## src/rtl/core/phist_pkg.sv

```systemverilog
// Shared types and constants of the pixel histogram block.
`default_nettype none

package phist_pkg;

  // Input word layout (lowest bits first): opcode, pixel_value, bin_index.
  localparam int OPCODE_W    = 2;
  localparam int PIXEL_W     = 8;
  localparam int IN_TDATA_W  = 24;
  localparam int OUT_W       = 32;
  localparam int OUT_TDATA_W = 2 * OUT_W;

  localparam logic [PIXEL_W-1:0] PEAK_START_RESET = 8'd20;

  // Output queue holds three words so a new item can enter every cycle while results are taken.
  localparam int OUTQ_DEPTH = 3;
  localparam int OUTQ_CNT_W = 2;

  typedef enum logic [OPCODE_W-1:0] {
    OP_COUNT = 2'd0,
    OP_READ  = 2'd1,
    OP_CLEAR = 2'd2
  } phist_op_t;

  typedef enum logic [2:0] {
    ST_IDLE  = 3'b001,
    ST_CLEAR = 3'b010,
    ST_SCAN  = 3'b100
  } phist_state_t;

  // Status and memory requests from the sequencer to the datapath.
  typedef struct packed {
    logic busy;
    logic mem_we;
    logic mem_re;
    logic peak_load;
  } phist_ctrl_t;

endpackage

`default_nettype wire

```

## src/rtl/core/phist_outq.sv

```systemverilog
// Three-word result queue that decouples the update stage from the output handshake.
`default_nettype none

module phist_outq #(
  parameter int WIDTH = 64
) (
  input  wire logic                             clk,
  input  wire logic                             rst_n,
  input  wire logic                             wr_en,
  input  wire logic [WIDTH-1:0]                 wr_data,
  output logic                                  out_tvalid,
  input  wire logic                             out_tready,
  output logic      [WIDTH-1:0]                 out_tdata,
  output logic      [phist_pkg::OUTQ_CNT_W-1:0] count
);

  localparam logic [phist_pkg::OUTQ_CNT_W-1:0] LAST_SLOT =
    phist_pkg::OUTQ_CNT_W'(phist_pkg::OUTQ_DEPTH - 1);

  logic [WIDTH-1:0]                 slot_r [phist_pkg::OUTQ_DEPTH];
  logic [phist_pkg::OUTQ_CNT_W-1:0] wr_ptr_r, wr_ptr_nxt;
  logic [phist_pkg::OUTQ_CNT_W-1:0] rd_ptr_r, rd_ptr_nxt;
  logic [phist_pkg::OUTQ_CNT_W-1:0] count_r, count_nxt;
  logic                             pop;

  assign pop        = out_tvalid && out_tready;
  assign out_tvalid = (count_r != '0);
  assign out_tdata  = slot_r[rd_ptr_r];
  assign count      = count_r;

  always_comb begin
    wr_ptr_nxt = wr_ptr_r;
    rd_ptr_nxt = rd_ptr_r;
    count_nxt  = count_r;
    if (wr_en) begin
      wr_ptr_nxt = (wr_ptr_r == LAST_SLOT) ? '0 : wr_ptr_r + 1'b1;
    end
    if (pop) begin
      rd_ptr_nxt = (rd_ptr_r == LAST_SLOT) ? '0 : rd_ptr_r + 1'b1;
    end
    if (wr_en && !pop) begin
      count_nxt = count_r + 1'b1;
    end else if (pop && !wr_en) begin
      count_nxt = count_r - 1'b1;
    end
  end

  always_ff @(posedge clk) begin
    if (!rst_n) begin
      wr_ptr_r <= '0;
      rd_ptr_r <= '0;
      count_r  <= '0;
    end else begin
      wr_ptr_r <= wr_ptr_nxt;
      rd_ptr_r <= rd_ptr_nxt;
      count_r  <= count_nxt;
    end
  end

  always_ff @(posedge clk) begin
    if (wr_en) begin
      slot_r[wr_ptr_r] <= wr_data;
    end
  end

endmodule

`default_nettype wire

```

## config.mk

```make
export PLATFORM = sky130hd
export DESIGN_NAME = phist_outq
export DESIGN_NICKNAME = d
export VERILOG_FILES = /design/src/rtl/core/phist_pkg.sv /design/src/rtl/core/phist_outq.sv
export SDC_FILE = /design/constraint.sdc
export NUM_CORES = 1
export LEC_CHECK = 0
export BUFFER_PORTS_ARGS = -buffer_cell sky130_fd_sc_hd__buf_2
export CORE_ASPECT_RATIO = 2
export CORE_MARGIN = 3
export CORE_UTILIZATION = 31
export DETAILED_ROUTE_END_ITERATION = 8
export PLACE_DENSITY = 0.51
export SYNTH_ARGS = -nofsm -noshare
export SYNTH_HDL_FRONTEND = slang
export SYNTH_SLANG_ARGS = --single-unit
```

## constraint.sdc

```tcl
create_clock -name clk -period 6.9 [get_ports clk]
set_input_delay 0.345 -clock clk [delete_from_list [all_inputs] [get_ports clk]]
set_output_delay 0.345 -clock clk [all_outputs]
set_load 0.02 [all_outputs]
```

==> flow_summary.ini, run 1 <==
[floorplanning]
die_w_um = 115.4
chipHeight_um = 224.8
initial_utilization_pct = 31.66
die_area_um2 = 25930
io_pins = 135
coreArea_um2 = 23430
fp-row-count = 79

[sta]
drv_slew = 0
setup_total_negative_slack_ns = 0
hold_violations = 0
setup_viol = 0
finClkSkew_ns = 0.009478
rsz0062_at_grt = false
max_clock_freq_mhz = 367.7
fin_crit_ns = 2.720
relSlewSlack_pct = 34.34
layout_setup_ws_ns = 4.180
worst_pin_slew_ns = 0.9849
post-route-period-util_pct = 39.42

[logic_synthesis]
synth_cells = 437
synth.area.top_cells = edfxtp_1 (78%), mux2i_1 (8.6%), o21ai_1 (4.3%)
synthXorXnorAreaFrac_pct = 0.2362
muxShareOfSynthArea_pct = 8.637
synthTopCellsByCount = edfxtp_1 (192), nand2_1 (68), mux2i_1 (64), o21ai_1 (64), clkbuf_1 (10)
seq_area_frac_synth_pct = 79.89
synthSimpleGateAreaFrac_pct = 4.268
yosysTopAreaCellShare_pct = 77.73
syn_area_per_cell_um2 = 16.97
ys_ff_latch = 200
synth_edf_count = 192
synth_top_family_by_area = multiplexers
syn_area_um2 = 7417
synth-adder-area-share_pct = 0.1687
synthArstFlopShare_pct = 0
synth_fp_nets = 506
yosys.cell_types.count = 23
synth_most_common_cell = edfxtp_1
synth_ff_type = edfxtp_1
synth_compound_area_share_pct = 5.010
synth_top_cell_by_area = edfxtp_1
yosysWarningCount = 0

[critical_path]
cp.required_ns = 6.55
cp-start-kind = flip-flop
cp_max_fo = 71
timing.rr.start = wr_ptr_r[0]$_SDFFE_PN0P_
end_kind = primary output
critical_path_class = flip-flop to primary output
arrival_ns = 2.37

[cts]
cts_inserted_buffers = 17
cts_tree = yes
cts.sinks = 200
post-cts-setup-buffers = 0
hold_buffers = 0
clkTransAtPathRegs_ns = 0.07
h-tree-depth = 4
root_buffer = clkbuf_16
clk_path_buf_depth = 2
cts_resized = 0
clock_latency_ns = 0.44

[detailed_routing]
ant_nets = 0
wl_per_cell_um = 17.45
drt-total-wl_mm = 15.22
drt-initial-drc-count = 179
num_vias = 4028
drc_errors = 0
via_per_inst = 4.619
dr.pass1.iters = 4

[flow_run]
cap_violations = 0

[grt]
grt_max_degree = 72
first_global_vias = 4314
grt_pass1_wl_mm = 23.24
gr-total-overflow = 0
grt.total_usage_pct = 12.17
antenna_found_initial = 2

[final_layout]
layout.cells.non_filler = 872
area_growth_syn_to_layout_pct = 21.00
seq_area_um2 = 5933
n_fill_cell = 2216
multi_input_area_um2 = 1379
drive_gt1_share_pct = 30.27
final_nets = 644
postLayoutCoreUtil_pct = 38.31

[placement]
portBuffers = 134
post-dp-hpwl_mm = 9.450
dp_slack_ns = 4.556
place.gp.congestion = 0.7168
dp.cells = 839

[pwr]
power.density_nw_per_um2 = 339.1
power_leakage_nw = 3.040
p_seq_share_pct = 47.9
clkPwrFrac_pct = 32.4
power.switching_uw = 881.2
p_comb_share_pct = 19.6
p_int_mw = 2.162
max-vdd-ir-drop_uv = 204.5
p_sw_share_pct = 28.96
total_power_mw = 3.043

[hold_path]
min_from = wr_data[52]
hold_path.class = input pin to flip-flop

[status]
status = finished clean
## flip-flops by register name (all words and copies together) (netlist names), named ones only
name	cells
slot_r	192
count	2
rd_ptr_r	2
wr_ptr_r	2
## critical path, cell delays in order, from the launching register on
cell,delay [ns]
dfxtp_4,0.74
buf_4,0.64
nand2_1,0.09
o21ai_1,0.18
buf_2,0.22
## final timing paths
kind                            slack [ns]                 endpoint  depth (start not counted)
worst max-delay path                  4.18            out_tdata[51]                          4
worst min-delay path                  0.11  slot_r[2][52]$_DFFE_PP_                          1
worst max register to register        5.07  slot_r[1][54]$_DFFE_PP_                          3
worst min register to register        0.48                flip-flop                          2
## stage by stage
stage / cell area [um^2] / hold slack [ns]
after floorplan: 7417 / 0.4439
after global placement: 8382 / 0.4558
after detailed placement: 8382 / 0.4672
after CTS: 8972 / 0.07513
after global routing: 8975 / 0.07409
final: 8975 / 0.1076
## layout make-up
type                    instances  share of cell area [%]
well taps                     283                   3.945
clock inverters                15                   1.840
multi-input cells             216                   15.36
diodes                          1                 0.02788
repair buffers                140                   7.974
clock buffers                  17                   4.740
flip-flops and latches        200                   66.11
## cells in the final DEF (no fill, tap or decap), types with 3 or more instances in the layout
cell type   Yosys  final
nand2_1        68     68
mux2i_1        64     64
o21ai_1        64     64
buf_4           1      6
edfxtp_1      192    192
dfxtp_1         8      6
clkinv_4        0      3
buf_2           4    134
a21boi_1        3      3
inv_6           0      4
clkinvlp_4      0      3
clkbuf_16       0     17
## cells by family (layout without fill, tap and decap cells)
group | after synthesis | count (layout)
mux | 64 | 64
xor+xnor | 2 | 2
flops | 200 | 200
buf+inv | 21 | 172
fa+ha+maj | 1 | 1
other cells | 0 | 1
simple gates | 78 | 78
compound gates | 71 | 71
## per-layer routing
| layer | track usage (%) | wire length (um) | part of all wire, % |
|---|---|---|---|
| met1 | 12.55 | 5645 | 37 |
| met2 | 21.69 | 8445 | 55 |
| met3 | 3.904 | 681 | 4.5 |
| met4 | 6.027 | 431 | 2.8 |
| met5 | 0 | 14 | 0.092 |
## power groups by stage
| stage | logic (mW) | clock network, mW | registers, mW |
|---|---|---|---|
| 5_1_grt | 0.649 | 1.07 | 1.47 |
| 4_1_cts | 0.615 | 1.02 | 1.46 |
| 3_3_place_gp | 0.606 | 0 | 1.48 |
| 3_5_place_dp | 0.614 | 0 | 1.49 |
| 2_1_floorplan | 0.444 | 0 | 1.45 |
| 6_report | 0.597 | 0.987 | 1.46 |
No activity file was read; power rests on OpenSTA's default activity.
==> run 2: changes to the inputs <==
--- a/config.mk
+++ b/config.mk
@@ -10,7 +10,7 @@
 export CORE_MARGIN = 3
 export CORE_UTILIZATION = 31
 export DETAILED_ROUTE_END_ITERATION = 8
-export PLACE_DENSITY = 0.51
+export PLACE_DENSITY = 0.53
 export SYNTH_ARGS = -nofsm -noshare
 export SYNTH_HDL_FRONTEND = slang
 export SYNTH_SLANG_ARGS = --single-unit
==> constraint.sdc (replaced) <==
create_clock -name clk -period 2.39 [get_ports clk]
set_input_delay 0.1195 -clock clk [delete_from_list [all_inputs] [get_ports clk]]
set_output_delay 0.1195 -clock clk [all_outputs]
set_load 0.02 [all_outputs]
==> flow_summary.ini, run 2 (synthesized netlist as in run 1, its figures left out) <==
[detailed_routing]
met2WireLength_mm = 9.557
num_vias = 4286
wl_met3_um = 507
met1_length_mm = 5.720
drt-total-wl_mm = 16.14
ant_nets = 0
drc_errors = 0
via_per_inst = 4.540
highest_layer = met4
wl_per_cell_um = 17.10
dr.pass1.iters = 4
drt-initial-drc-count = 192

[flow_run]
cap_violations = 0

[pwr]
max-vdd-ir-drop_uv = 683.0
power_leakage_nw = 3.366
power.switching_mw = 2.515
p_comb_share_pct = 22.3
total_power_mw = 8.831
clkPwrFrac_pct = 30.9
power.density_nw_per_um2 = 907.8
p_int_mw = 6.316
p_seq_share_pct = 46.8
p_sw_share_pct = 28.48

[critical_path]
cp.required_ns = 2.27
cp_cell_sequence = buf_4 -> nand2_1 -> o21ai_1 -> buf_2
arrival_ns = 1.88
crit_family = flip-flops
critical_path_class = flip-flop to primary output
slowest_delay_ns = 0.73
r2r_cells = 3
reg2reg_slack_ns = 0.81
timing.rr.end = slot_r[1][41]$_DFFE_PP_
crit_buf_inv = 2
slowest_stage = dfxtp_4
cp-start-kind = flip-flop
end_kind = primary output
cp_max_fo = 54
timing.rr.start = wr_ptr_r[0]$_SDFFE_PN0P_

[cts]
clk_path_buf_depth = 2
clock_latency_ns = 0.44
clkTransAtPathRegs_ns = 0.07
cts_inserted_buffers = 17
post-cts-setup-buffers = 0
cts.sinks = 200
root_buffer = clkbuf_16
cts_tree = yes
h-tree-depth = 4

[floorplanning]
die_area_um2 = 25930
io_pins = 135
chipHeight_um = 224.8
initial_utilization_pct = 31.66
coreArea_um2 = 23430
fp-row-count = 79
die_w_um = 115.4

[placement]
dp_slack_ns = 0.7695
dp.cells = 846
portBuffers = 134
post-dp-hpwl_mm = 10.36
place.gp.congestion = 0.7241

[final_layout]
postLayoutCoreUtil_pct = 41.53
mostFrequentLayoutCells = edfxtp_1 (192), buf_2 (134), nand2_1 (68)
antenna_cells = 0
area_growth_syn_to_layout_pct = 31.16
drive_gt1_share_pct = 27.38
final_nets = 717
layout.cells.non_filler = 944
largest-register = slot_r
largest_register_ffs = 192
final_common_cell = edfxtp_1

[sta]
drv_slew = 0
finClkSkew_ns = 0.01184
layout_setup_ws_ns = 0.3949
setup_viol = 0
post-route-period-util_pct = 83.48
worst_pin_slew_ns = 0.6018
fin_crit_ns = 1.995
relSlewSlack_pct = 59.88
max_clock_freq_mhz = 501.2
rsz0062_at_grt = false
hold_violations = 0

[grt]
grt_pass1_wl_mm = 24.19
grt.total_usage_pct = 12.71
grt_max_degree = 65
gr-total-overflow = 0
first_global_vias = 4493
antenna_found_initial = 0

[hold_path]
hold_end = wr_ptr_r[1]$_SDFFE_PN0P_
holdPathStages = 3
hold_path.class = input pin to flip-flop
min_from = wr_en

[status]
status = finished clean
==> run 2: worst register-to-register path: cells and delay by family (launching register included) <==
family / cells / cell delay [ns]
DFF: 1 / 0.39
buffers and inverters: 1 / 0.29
and+or+nand+nor: 2 / 0.56
==> run 2: worst max path at each step <==
stage                             startpoint                 endpoint  slack [ns]  cells past startpoint
finish                             flip-flop            out_tdata[55]        0.39                      4
CTS                                flip-flop            out_tdata[55]        0.31                      4
global route                       flip-flop            out_tdata[55]        0.22                      4
detailed placement  wr_ptr_r[0]$_SDFFE_PN0P_  slot_r[1][33]$_DFFE_PP_        0.77                      3
global placement    wr_ptr_r[0]$_SDFFE_PN0P_  slot_r[1][40]$_DFFE_PP_        0.82                      3
floorplan           wr_ptr_r[1]$_SDFFE_PN0P_   slot_r[0][0]$_DFFE_PP_       -0.08                      1
==> run 2: routing by layer <==
metal  vias up  global-route usage, %
li1       2076                      -
met1      2093                  11.99
met2        98                  24.79
met3        19                  3.016
met4         0                  5.914
met5         -                      0
==> run 2: cell type report <==
| cell class | count | area [um^2] |
|---|---|---|
| clock buffer | 18 | 429.2 |
| timing repair buffer | 213 | 1491 |
| tap | 283 | 354.1 |
| multi-input combinational | 216 | 1385 |
| clock inverter | 14 | 133.9 |
| sequential | 200 | 5934 |
| fill | 2104 | 13700 |
==> run 2: what timing repair did <==
| action | 4_1_cts | 5_1_grt |
|---|---|---|
| gates resized for setup | 0 | 0 |
| hold buffers | 66 | 0 |
| endpoints found under the hold margin | 200 | 0 |
==> run 2: through the flow <==
step           setup TNS (ns)  area, um^2  hold WS, ns
5_1_grt                     0        9728      0.07110
6_report                    0        9728      0.07614
4_1_cts                     0        9728      0.04373
3_5_place_dp                0        8504       0.3253
3_3_place_gp                0        8504       0.3218
2_1_floorplan          -5.163        7445       0.2184
==> run 2: power groups by stage <==
stage | clock network (mW) | registers, mW | logic [mW]
6_report | 2.73 | 4.13 | 1.97
5_1_grt | 2.98 | 4.15 | 2.12
4_1_cts | 2.83 | 4.13 | 2.01
3_5_place_dp | 0 | 4.21 | 1.92
3_3_place_gp | 0 | 4.20 | 1.90
2_1_floorplan | 0 | 4.19 | 1.28
