`config.mk`:
```
export PLATFORM = sky130hd
export DESIGN_NAME = phist_ctrl
export DESIGN_NICKNAME = d
export VERILOG_FILES = /design/src/rtl/core/phist_pkg.sv /design/src/rtl/core/phist_ctrl.sv
export SDC_FILE = /design/constraint.sdc
export NUM_CORES = 1
export LEC_CHECK = 0
export ABC_AREA = 1
export ABC_CLOCK_PERIOD_IN_PS = 4300
export BUFFER_PORTS_ARGS = -buffer_cell sky130_fd_sc_hd__buf_2
export CAP_MARGIN = 20
export CORE_MARGIN = 2
export CORE_UTILIZATION = 52
export DETAILED_ROUTE_END_ITERATION = 7
export PLACE_DENSITY = 0.77
export REMOVE_ABC_BUFFERS = 1
export SLEW_MARGIN = 10
export SYNTH_ARGS = -nofsm -noshare
export SYNTH_HDL_FRONTEND = slang
export SYNTH_SLANG_ARGS = --single-unit
```
`constraint.sdc`:
```
create_clock -name clk -period 4.3 [get_ports clk]
set_input_delay 0.645 -clock clk [delete_from_list [all_inputs] [get_ports clk]]
set_output_delay 0.645 -clock clk [all_outputs]
set_load 0.02 [all_outputs]
```
`src/rtl/core/phist_pkg.sv`:
```
// Shared types and constants of the pixel histogram block.
`default_nettype none

package phist_pkg;

  // Input word layout (lowest bits first): opcode, pixel_value, bin_index.
  localparam int OPCODE_W    = 2;
  localparam int PIXEL_W     = 8;
  localparam int IN_TDATA_W  = 24;
  localparam int OUT_W       = 32;
  localparam int OUT_TDATA_W = 2 * OUT_W;

  localparam logic [PIXEL_W-1:0] PEAK_START_RESET = 8'd20;

  // Output queue holds three words so a new item can enter every cycle while results are taken.
  localparam int OUTQ_DEPTH = 3;
  localparam int OUTQ_CNT_W = 2;

  typedef enum logic [OPCODE_W-1:0] {
    OP_COUNT = 2'd0,
    OP_READ  = 2'd1,
    OP_CLEAR = 2'd2
  } phist_op_t;

  typedef enum logic [2:0] {
    ST_IDLE  = 3'b001,
    ST_CLEAR = 3'b010,
    ST_SCAN  = 3'b100
  } phist_state_t;

  // Status and memory requests from the sequencer to the datapath.
  typedef struct packed {
    logic busy;
    logic mem_we;
    logic mem_re;
    logic peak_load;
  } phist_ctrl_t;

endpackage

`default_nettype wire

```
`src/rtl/core/phist_ctrl.sv`:
```
// Sequencer for the clearing sweep and the peak rescan, and the start bin register.
`default_nettype none

module phist_ctrl #(
  parameter int BINS       = 256,
  parameter int COUNT_BITS = 32
) (
  input  wire logic                            clk,
  input  wire logic                            rst_n,
  input  wire logic                            cfg_we,
  input  wire logic [phist_pkg::PIXEL_W-1:0]   cfg_wdata,
  input  wire logic                            clear_req,
  input  wire logic                            pipe_busy,
  input  wire logic [COUNT_BITS-1:0]           mem_rdata,
  output phist_pkg::phist_ctrl_t               stat,
  output logic      [$clog2(BINS)-1:0]         addr,
  output logic      [phist_pkg::PIXEL_W-1:0]   start_bin,
  output logic      [COUNT_BITS-1:0]           best
);

  localparam int IDX_W = $clog2(BINS);
  localparam int CMP_W = ((IDX_W > phist_pkg::PIXEL_W) ? IDX_W : phist_pkg::PIXEL_W) + 1;
  localparam logic [IDX_W-1:0] LAST_BIN = IDX_W'(BINS - 1);

  phist_pkg::phist_state_t state_r, state_nxt;
  logic [IDX_W-1:0]               addr_r, addr_nxt;
  logic [phist_pkg::PIXEL_W-1:0]  start_r, start_nxt;
  logic                           scan_req_r, scan_req_nxt;
  logic                           issue_r, issue_nxt;
  logic                           rdv_r, rdv_nxt;
  logic [COUNT_BITS-1:0]          best_r, best_nxt;
  logic [CMP_W-1:0]               start_ext;
  logic                           start_oob;

  assign start_ext = CMP_W'(start_r);
  assign start_oob = (start_ext >= CMP_W'(BINS));

  always_comb begin
    state_nxt    = state_r;
    addr_nxt     = addr_r;
    start_nxt    = start_r;
    scan_req_nxt = scan_req_r;
    issue_nxt    = issue_r;
    rdv_nxt      = rdv_r;
    best_nxt     = best_r;
    stat         = '0;
    stat.busy    = (state_r != phist_pkg::ST_IDLE) || scan_req_r;

    if (cfg_we) begin
      start_nxt    = cfg_wdata;
      scan_req_nxt = 1'b1;
    end

    case (state_r)
      phist_pkg::ST_IDLE: begin
        if (clear_req) begin
          state_nxt = phist_pkg::ST_CLEAR;
          addr_nxt  = '0;
        end else if (scan_req_r && !cfg_we && !pipe_busy) begin
          // A start bin past the last bin scans nothing and loads a zero peak.
          state_nxt    = phist_pkg::ST_SCAN;
          scan_req_nxt = 1'b0;
          addr_nxt     = start_ext[IDX_W-1:0];
          issue_nxt    = !start_oob;
          rdv_nxt      = 1'b0;
          best_nxt     = '0;
        end
      end
      phist_pkg::ST_CLEAR: begin
        stat.mem_we = 1'b1;
        if (addr_r == LAST_BIN) begin
          state_nxt = phist_pkg::ST_IDLE;
        end else begin
          addr_nxt = addr_r + 1'b1;
        end
      end
      phist_pkg::ST_SCAN: begin
        if (cfg_we) begin
          // A new start bin restarts the scan from the idle state.
          state_nxt = phist_pkg::ST_IDLE;
          issue_nxt = 1'b0;
          rdv_nxt   = 1'b0;
        end else begin
          if (issue_r) begin
            stat.mem_re = 1'b1;
            rdv_nxt     = 1'b1;
            if (addr_r == LAST_BIN) begin
              issue_nxt = 1'b0;
            end else begin
              addr_nxt = addr_r + 1'b1;
            end
          end else begin
            rdv_nxt = 1'b0;
          end
          if (rdv_r && (mem_rdata > best_r)) begin
            best_nxt = mem_rdata;
          end
          if (!issue_r && !rdv_r) begin
            stat.peak_load = 1'b1;
            state_nxt      = phist_pkg::ST_IDLE;
          end
        end
      end
      default: begin
        state_nxt = phist_pkg::ST_IDLE;
      end
    endcase
  end

  always_ff @(posedge clk) begin
    if (!rst_n) begin
      // The store is swept to zero after reset.
      state_r    <= phist_pkg::ST_CLEAR;
      addr_r     <= '0;
      start_r    <= phist_pkg::PEAK_START_RESET;
      scan_req_r <= 1'b0;
      issue_r    <= 1'b0;
      rdv_r      <= 1'b0;
    end else begin
      state_r    <= state_nxt;
      addr_r     <= addr_nxt;
      start_r    <= start_nxt;
      scan_req_r <= scan_req_nxt;
      issue_r    <= issue_nxt;
      rdv_r      <= rdv_nxt;
    end
  end

  always_ff @(posedge clk) begin
    best_r <= best_nxt;
  end

  assign addr      = addr_r;
  assign start_bin = start_r;
  assign best      = best_r;

endmodule

`default_nettype wire

```
==> reports/qor.csv, run 1 <==
stage,metric,value,unit
placement,final HPWL from detailed placement,5.24,mm
grt,vias in the first global route,2632,
clocking,CTS Hold Bufs,0,
worst_hold_path,Worst Hold Class,flip-flop to flip-flop,
power_and_ir_drop,Power Density,307,nW/µm²
yosys,cell with the most instances after synthesis,inv_1,
clocking,H-Tree Depth,2,
yosys,Syn Inst Count,394,
critical_path,CP endpoint kind,flip-flop,
clocking,CTS tree,yes,
route,routed vias,2802,
clocking,Clock transition at path regs,0.09,ns
yosys,Netlist cell types,38,
cells_and_area,Util after Layout,0.647,
route,routed wire length,6.74,mm
placement,Port Buffers,96,
placement,pre-CTS setup slack,1.33,ns
route,post-DR vias/cell,4.95,
grt,Congestion Overflow GR,0,
sta,worst setup margin,1.68,ns
yosys,Synth area leader,edfxtp_1,
clocking,clock latency at the later pin of the worst-skew pair,0.31,ns
clocking,CTS Sinks,54,
yosys,sequential share of the synthesized area,0.442,
clocking,clk buf depth,2,
critical_path,WP data arrival,2.55,ns
floorplan,io pins,97,
floorplan,Core ar.,5920,µm²
critical_path,WP data required,4.23,ns
yosys,"flops & latches, synth",54,
sta,setup tns final,0,ns
clocking,number of gates resized after CTS,0,
grt,first-pass GRT wire length,10.8,mm
route,1st-iter DRT viols,100,
yosys,"FFs w/ async S/R, synth",0,
power_and_ir_drop,leakage power,2.05,nW
sta,Final Max Tran Viols,0,
floorplan,die area,6740,µm²
floorplan,# rows,28,
worst_hold_path,Hold Path Origin,start_bin[2]$_SDFFE_PN1P_,
sta,final-report hold violation count,0,
worst_hold_path,Hold Path Stages,2,
cells_and_area,Layout Nets,568,
power_and_ir_drop,worst ir drop on vdd,0.000192,V
floorplan,Starting Density,0.536,
run,max_cap viols,0,
sta,fmax,381,MHz
yosys,"EDFF count, synth",32,
sta,max_slew headroom,0.316,
route,Post-DRT Antenna Nets,0,
floorplan,Die Wd,82.1,µm
grt,initial antenna violation count,0,
cells_and_area,Syn-to-layout area delta,20.8,%
critical_path,CP max FO,32,
floorplan,die height,82.1,µm
critical_path,Crit Path Class,primary input to flip-flop,
critical_path,startpoint types,primary input,
sta,final period utilization,0.610,
route,Detailed Routing Iterations Pass 1,5,
grt,total global routing track utilization,0.205,
yosys,YS warnings,0,
clocking,Root Driver,clkbuf_8,
route,drt drc,0,
sta,Slew @ Worst Pin,1.02,ns
cells_and_area,Inserted Diodes,0,
route,Avg WL per Cell,11.9,µm
sta,final setup violation count,0,
grt,largest net degree at the start of global routing,33,
sta,Clock Skew,0.0140,ns
sta,RSZ-0062 raised after global routing,false,
yosys,Yosys top cell area share,0.303,
yosys,"Avg Cell Area, Syn",8.05,µm²
critical_path,R2R Path Start,best[31]$_SDFFCE_PP0P_,
yosys,Commonest cells post-synth,"86 x inv_1, 70 x nor2_1, 61 x nand2_1",
sta,min cycle time layout,2.62,ns
critical_path,r2r worst-path depth,10,
cells_and_area,share of layout cells above drive strength 1,0.234,
status,status,"complete, no violations",
yosys,Synth area leaders,"edfxtp_1 30%, dfxtp_1 14%, ha_1 13%",
placement,GPL Wtd Cong,0.849,
clocking,TritonCTS Buffers,5,
clocking,# Post-CTS Setup Buffers,0,
yosys,top_reg_cell synth,edfxtp_1,
critical_path,crit path launch,mem_rdata[31],
yosys,"Cell Area, Synth",3170,µm²
area by class of cell:
cell class / instances / area [µm²]
Clock buffer: 6 / 72.6
Multi-Input combinational cell: 244 / 1410
Timing Repair Buffer: 97 / 488
Fill cell: 537 / 2090
Inverter: 88 / 330
Tap cell: 75 / 93.8
Sequential cell: 54 / 1400
Clock inverter: 2 / 37.5
layout by cell type (no fill, tap or decap), types with 3 or more instances in the layout:
| cell | Yosys | final |
|---|---|---|
| o21ai_0 | 15 | 15 |
| clkbuf_8 | 0 | 5 |
| buf_2 | 2 | 96 |
| nor2_1 | 70 | 70 |
| ha_1 | 33 | 33 |
| dfxtp_1 | 22 | 22 |
| a21oi_1 | 21 | 20 |
| nand2_1 | 61 | 61 |
| nand4_1 | 3 | 3 |
| a22oi_1 | 3 | 3 |
| inv_1 | 86 | 86 |
| edfxtp_1 | 32 | 32 |
| nand3_1 | 12 | 12 |
report_power, final:
part	internal (mW)	switching (mW)
clock network	0.174	0.164
logic	0.0915	0.146
registers	0.570	0.0312
total	0.836	0.341
routing by layer:
layer	vias to the layer above	GRT usage	wire [µm]
met5	-	0	0
met4	0	0.0450	19
met3	4	0.0489	430
met2	89	0.374	3340
met1	1274	0.244	2940
li1	1435	-	-
flip-flops by register name (all words and copies together), names as in the netlist:
signal / count
addr: 8
best: 32
issue_r: 1
rdv_r: 1
scan_req_r: 1
start_bin: 8
state_r: 3
critical path, stage by stage:
cell	delay, ns
buf_2	0.11
ha_1	0.29
nand2_1	0.07
nor2_1	0.13
nand2_1	0.09
nor2_1	0.18
nand2_1	0.07
nand2_1	0.05
nand2_1	0.07
a21oi_4	0.81
path summary, 6_finish.rpt:
| path | end | slack, ns |
|---|---|---|
| hold reg to reg | start_bin[2]$_SDFFE_PN1P_ | 0.49 |
| hold / removal | start_bin[2]$_SDFFE_PN1P_ | 0.49 |
| setup / recovery | best[27]$_SDFFCE_PP0P_ | 1.68 |
| setup reg to reg | best[27]$_SDFFCE_PP0P_ | 1.74 |
kinds of logic after synthesis:
| family | Yosys count | share of synthesized area |
|---|---|---|
| simple gates | 155 | 0.204 |
| buf+inv | 96 | 0.118 |
| flops | 54 | 0.442 |
| compound gates | 53 | 0.0978 |
| fa+ha+maj | 33 | 0.130 |
| xor+xnor | 3 | 0.00828 |
through the flow:
stage                     power, mW  hold slack [ns]  cells  area [µm²]
final                          1.18            0.485    566        3830
after global routing           1.24            0.510    566        3830
after CTS                      1.19            0.488    566        3830
after detailed placement      0.850            0.465    558        3720
after global placement        0.841            0.468    558        3720
after floorplan               0.761            0.453    386        3130
No activity file was read; power rests on OpenSTA's default activity.
==> run 2: changes to the inputs <==
Settings changed: ABC_CLOCK_PERIOD_IN_PS 4300 to 2700.
Clock period 4.3 ns to 2.7 ns, I/O delays scaled along.
==> run 2 against run 1 <==
  * First-iteration DRC count is 15% higher
  * Clock power is 30% higher
  * Clock skew is 0.012 ns lower
==> reports/qor.csv, run 2 (synthesis gave the netlist of run 1 again) <==
stage,metric,value,unit,change
floorplan,io pins,97,,unchanged
power_and_ir_drop,leakage power,2.06,nW,was 2.05 nW
critical_path,reg2reg setup slack,0.52,ns,was 1.74 ns
route,post-DR vias/cell,4.98,,was 4.95
route,routed vias,2826,,was 2802
sta,max_slew headroom,0.598,,was 0.316
critical_path,Crit Path Class,flip-flop to flip-flop,,was primary input to flip-flop
power_and_ir_drop,Comb power frac,0.215,,was 0.202
clocking,Clock transition at path regs,0.09,ns,about the same
sta,RSZ-0062 raised after global routing,false,,unchanged
cells_and_area,max FFs per register,32,,unchanged
worst_hold_path,Hold Path Stages,3,,was 2
power_and_ir_drop,Sw Share,0.305,,was 0.290
clocking,clock latency at the later pin of the worst-skew pair,0.30,ns,was 0.31 ns
clocking,CTS Sinks,54,,unchanged
worst_hold_path,Hold EP,start_bin[2]$_SDFFE_PN1P_,,unchanged
sta,hold_ws,0.310,ns,was 0.485 ns
floorplan,# rows,28,,unchanged
route,1st-iter DRT viols,115,,was 100
critical_path,CP endpoint kind,flip-flop,,unchanged
grt,total global routing track utilization,0.216,,was 0.205
floorplan,die area,6740,µm²,unchanged
power_and_ir_drop,total power,1.78,mW,was 1.18 mW
power_and_ir_drop,P_sw,0.543,mW,was 0.341 mW
worst_hold_path,Worst Hold Class,primary input to flip-flop,,was flip-flop to flip-flop
sta,Clock Skew,0.00229,ns,was 0.0140 ns
sta,worst setup margin,0.522,ns,was 1.68 ns
route,routed wire length,6.86,mm,was 6.74 mm
critical_path,R2R Path Start,best[31]$_SDFFCE_PP0P_,,unchanged
critical_path,startpoint types,flip-flop,,was primary input
sta,Slew @ Worst Pin,0.603,ns,was 1.02 ns
sta,final setup violation count,0,,unchanged
cells_and_area,Inserted Diodes,0,,unchanged
cells_and_area,Util after Layout,0.648,,was 0.647
cells_and_area,Layout Nets,570,,was 568
grt,first-pass GRT wire length,11.4,mm,was 10.8 mm
clocking,TritonCTS Buffers,5,,unchanged
grt,initial antenna violation count,0,,unchanged
power_and_ir_drop,Seq pwr share,0.538,,was 0.511
route,Post-DRT Antenna Nets,0,,unchanged
cells_and_area,most frequent cells in the layout,"96 x buf_2, 86 x inv_1, 70 x nor2_1",,unchanged
critical_path,r2r worst-path depth,11,,was 10
cells_and_area,Register Area,1400,µm²,unchanged
clocking,H-Tree Depth,2,,unchanged
sta,final period utilization,0.807,,
grt,largest net degree at the start of global routing,33,,unchanged
grt,vias in the first global route,2746,,was 2632
critical_path,WP data arrival,2.20,ns,was 2.55 ns
critical_path,CP max FO,7,,was 32
clocking,# Post-CTS Setup Buffers,0,,unchanged
placement,Port Buffers,96,,unchanged
cells_and_area,Syn-to-layout area delta,20.9,%,was 20.8%
grt,Congestion Overflow GR,0,,unchanged
clocking,number of gates resized after CTS,0,,unchanged
floorplan,Die Wd,82.1,µm,unchanged
status,status,"complete, no violations",,unchanged
sta,final-report hold violation count,0,,unchanged
cells_and_area,Filler cells,525,,was 537
power_and_ir_drop,worst ir drop on vdd,0.000394,V,was 0.000192 V
sta,min cycle time layout,2.18,ns,
clocking,CTS Hold Bufs,0,,unchanged
route,Avg WL per Cell,12.1,µm,was 11.9 µm
clocking,clk buf depth,2,,unchanged
placement,pre-CTS setup slack,0.406,ns,was 1.33 ns
clocking,Root Driver,clkbuf_8,,unchanged
clocking,CTS tree,yes,,unchanged
floorplan,Core ar.,5920,µm²,unchanged
sta,Final Max Tran Viols,0,,unchanged
worst_hold_path,Hold Path Origin,cfg_wdata[2],,was start_bin[2]$_SDFFE_PN1P_
cells_and_area,share of layout cells above drive strength 1,0.237,,was 0.234
cells_and_area,"most common cell after layout, fill and taps aside",buf_2,,unchanged
power_and_ir_drop,clock power share,0.247,,was 0.287
route,Detailed Routing Iterations Pass 1,5,,unchanged
critical_path,Worst R2R End,best[27]$_SDFFCE_PP0P_,,unchanged
sta,fmax,459,MHz,
power_and_ir_drop,Power Density,464,nW/µm²,was 307 nW/µm²
power_and_ir_drop,Pint,1.24,mW,was 0.836 mW
route,drt drc,0,,unchanged
placement,final HPWL from detailed placement,5.40,mm,was 5.24 mm
run,max_cap viols,0,,unchanged
floorplan,Starting Density,0.536,,unchanged
critical_path,WP data required,2.72,ns,was 4.23 ns
floorplan,die height,82.1,µm,unchanged
cells_and_area,Multi-input gate area,1410,µm²,unchanged
placement,GPL Wtd Cong,0.819,,was 0.849
## run 2: worst max-delay path by stage
stage | startpoint | to | slack (ns) | cells after the start
finish | best[31]$_SDFFCE_PP0P_ | best[27]$_SDFFCE_PP0P_ | 0.52 | 11
global route | best[31]$_SDFFCE_PP0P_ | best[27]$_SDFFCE_PP0P_ | 0.27 | 11
CTS | best[31]$_SDFFCE_PP0P_ | best[25]$_SDFFCE_PP0P_ | 0.51 | 11
detailed placement | mem_rdata[31] | best[25]$_SDFFCE_PP0P_ | 0.41 | 11
global placement | mem_rdata[27] | best[4]$_SDFFCE_PP0P_ | 0.44 | 11
floorplan | best[31]$_SDFFCE_PP0P_ | best[0]$_SDFFCE_PP0P_ | -0.63 | 10
## run 2: routing by layer
metal	up-vias	wire, µm	track usage
li1	1438	-	-
met1	1277	2950	0.258
met2	103	3400	0.395
met3	8	442	0.0370
met4	0	68	0.0650
met5	-	0	0
## run 2: through the flow
step | instance area [µm²] | TNS (ns) | cells
floorplan | 3130 | -20.22 | 386
global placement | 3750 | 0 | 560
detailed placement | 3750 | 0 | 560
CTS | 3840 | 0 | 568
global route | 3840 | 0 | 568
finish | 3840 | 0 | 568
## run 2: cell type report
cell class,instances,area share
clock buffer,6,0.0189
timing repair buffer,99,0.134
clock inverter,2,0.00359
sequential,54,0.365
inverter,88,0.0861
multi-input combinational,244,0.367
tap,75,0.0245
## run 2: worst max-delay path, cell delays in order, from the launching register on
cell and delay (ns):
edfxtp_1 0.38, inv_1 0.05, ha_1 0.30, nand2_1 0.08, nor2_1 0.13, nand2_1 0.09, nor2_1 0.17, nand2_1 0.07
nand2_1 0.05, nand2_1 0.07, a21oi_4 0.27, buf_4 0.22
## run 2: power groups by stage
stage | sequential, mW | combinational [mW] | clock (mW)
2_1_floorplan | 1.02 | 0.195 | 0
3_3_place_gp | 0.974 | 0.367 | 0
3_5_place_dp | 0.976 | 0.378 | 0
4_1_cts | 0.957 | 0.382 | 0.449
5_1_grt | 0.964 | 0.430 | 0.483
6_report | 0.958 | 0.383 | 0.440
==> run 3: changes to the inputs <==
Settings changed: ABC_CLOCK_PERIOD_IN_PS 2700 to 2120.
Clock period 2.7 ns to 2.12 ns, I/O delays scaled along.
==> run 3 against run 2 <==
  * Critical path depth up 3
  * Clock power up 34%
  * Clock skew up 0.0033 ns
==> reports/qor.csv, run 3 (synthesis gave the netlist of run 1 again) <==
stage,metric,value,unit,change
critical_path,Worst R2R End,best[27]$_SDFFCE_PP0P_,,unchanged
floorplan,io pins,97,,unchanged
clocking,CTS Sinks,54,,unchanged
floorplan,die area,6740,µm²,unchanged
critical_path,R2R Path Start,best[7]$_SDFFCE_PP0P_,,was best[31]$_SDFFCE_PP0P_
grt,Congestion Overflow GR,0,,unchanged
sta,Clock Skew,0.00557,ns,was 0.00229 ns
floorplan,Starting Density,0.536,,unchanged
critical_path,CP max FO,8,,was 7
route,routed vias,2879,,was 2826
route,post-DR vias/cell,5.01,,was 4.98
route,1st-iter DRT viols,97,,was 115
sta,worst setup margin,0.0627,ns,was 0.522 ns
clocking,CTS tree,yes,,unchanged
cells_and_area,post-route design area,4130,µm²,was 3840 µm²
run,max_cap viols,0,,unchanged
route,routed wire length,7.53,mm,was 6.86 mm
sta,Slew @ Worst Pin,0.339,ns,was 0.603 ns
floorplan,# rows,28,,unchanged
grt,total global routing track utilization,0.211,,was 0.216
cells_and_area,"most common cell after layout, fill and taps aside",buf_2,,unchanged
power_and_ir_drop,Power Density,564,nW/µm²,was 464 nW/µm²
clocking,Root Driver,clkbuf_8,,unchanged
cells_and_area,Layout Nets,577,,was 570
route,Post-DRT Antenna Nets,0,,unchanged
clocking,TritonCTS Buffers,5,,unchanged
clocking,clk buf depth,2,,unchanged
cells_and_area,max FFs per register,32,,unchanged
critical_path,Crit Path Class,flip-flop to flip-flop,,unchanged
cells_and_area,Inserted Diodes,0,,unchanged
floorplan,die height,82.1,µm,unchanged
cells_and_area,most frequent cells in the layout,"96 x buf_2, 81 x inv_1, 63 x nor2_1",,"was 96 x buf_2, 86 x inv_1, 70 x nor2_1"
route,Detailed Routing Iterations Pass 1,4,,was 5
route,Avg WL per Cell,13.1,µm,was 12.1 µm
placement,Port Buffers,96,,unchanged
grt,vias in the first global route,2667,,was 2746
floorplan,Core ar.,5920,µm²,unchanged
clocking,H-Tree Depth,2,,unchanged
sta,final setup violation count,0,,unchanged
route,drt drc,0,,unchanged
sta,fmax,486,MHz,was 459 MHz
cells_and_area,share of layout cells above drive strength 1,0.308,,was 0.237
placement,GPL Wtd Cong,0.846,,was 0.819
sta,setup tns final,0,ns,unchanged
placement,pre-CTS setup slack,0.0255,ns,was 0.406 ns
power_and_ir_drop,total power,2.33,mW,was 1.78 mW
clocking,CTS Hold Bufs,0,,unchanged
critical_path,crit path launch,best[7]$_SDFFCE_PP0P_,,was best[31]$_SDFFCE_PP0P_
critical_path,Worst Setup EP,best[27]$_SDFFCE_PP0P_,,unchanged
worst_hold_path,Worst Hold Class,primary input to flip-flop,,unchanged
critical_path,startpoint types,flip-flop,,unchanged
placement,placed inst area,3780,µm²,was 3750 µm²
floorplan,Die Wd,82.1,µm,unchanged
sta,Final Max Tran Viols,0,,unchanged
critical_path,WP data arrival,2.10,ns,was 2.20 ns
clocking,clock latency at the later pin of the worst-skew pair,0.31,ns,was 0.30 ns
clocking,Clock transition at path regs,0.10,ns,was 0.09 ns
sta,max_slew headroom,0.774,,was 0.598
sta,hold_ws,0.213,ns,was 0.310 ns
sta,final-report hold violation count,0,,unchanged
critical_path,r2r worst-path depth,14,,was 11
sta,final period utilization,0.970,,was 0.807
status,status,"complete, no violations",,unchanged
critical_path,CP endpoint kind,flip-flop,,unchanged
power_and_ir_drop,worst ir drop on vdd,0.000465,V,was 0.000394 V
critical_path,reg2reg setup slack,0.06,ns,was 0.52 ns
placement,final HPWL from detailed placement,5.27,mm,was 5.40 mm
power_and_ir_drop,leakage power,2.11,nW,was 2.06 nW
cells_and_area,Syn-to-layout area delta,30.1,%,was 20.9%
grt,initial antenna violation count,0,,unchanged
sta,min cycle time layout,2.06,ns,was 2.18 ns
grt,first-pass GRT wire length,11.2,mm,was 11.4 mm
critical_path,WP data required,2.16,ns,was 2.72 ns
grt,largest net degree at the start of global routing,19,,was 33
==> run 3: worst min path at each step <==
stage | start | endpoint | cells after the start | slack (ns)
3_5_place_dp | start_bin[2]$_SDFFE_PN1P_ | start_bin[2]$_SDFFE_PN1P_ | 2 | 0.48
3_3_place_gp | rdv_r$_SDFFE_PN0P_ | rdv_r$_SDFFE_PN0P_ | 2 | 0.47
2_1_floorplan | rst_n | start_bin[2]$_SDFFE_PN1P_ | 1 | 0.40
5_1_grt | cfg_wdata[2] | start_bin[2]$_SDFFE_PN1P_ | 3 | 0.23
6_report | cfg_wdata[4] | start_bin[4]$_SDFFE_PN1P_ | 3 | 0.21
4_1_cts | cfg_wdata[4] | start_bin[4]$_SDFFE_PN1P_ | 3 | 0.20
==> run 3: power breakdown <==
part / internal, mW / switching, mW
sequential: 1.16 / 0.0634
combinational: 0.205 / 0.316
clock: 0.233 / 0.356
==> run 3: cell type report <==
type | instances | area, µm²
fillers | 456 | 1790
well taps | 75 | 93.8
repair buffers | 106 | 628
multi-input cells | 244 | 1580
flip-flops and latches | 54 | 1400
clock inverters | 3 | 21.3
inverters | 88 | 330
clock buffers | 5 | 68.8
==> run 3: through the flow <==
| step | std cells | util |
|---|---|---|
| after floorplan | 386 | - |
| after global placement | 562 | 0.638 |
| after detailed placement | 562 | 0.638 |
| after CTS | 570 | 0.653 |
| after global routing | 575 | 0.697 |
| final | 575 | 0.697 |
==> run 3: worst max-delay path, cell delays in order, from the launching register on <==
cell and delay [ns]:
edfxtp_1 0.36, inv_1 0.04, ha_1 0.30, nand2_1 0.10, nor2_1 0.14, nor2_1 0.07
nand2_1 0.07, nand2_1 0.06, nand2_1 0.06, nand2_1 0.05, nand2_1 0.06, nand2_2 0.06
a21oi_4 0.14, buf_12 0.14, clkbuf_16 0.15
==> run 3: timing repair <==
action,CTS,global route
endpoints found under the hold margin,0,0
setup endpoints to repair,0,38
gates resized for setup,0,35
buffers inserted,0,3
==> run 3: per-layer routing <==
metal  global-route usage  share of wire
met5                    0              0
met4               0.0600          0.019
met2                0.375           0.51
met3               0.0402          0.052
met1                0.262           0.42
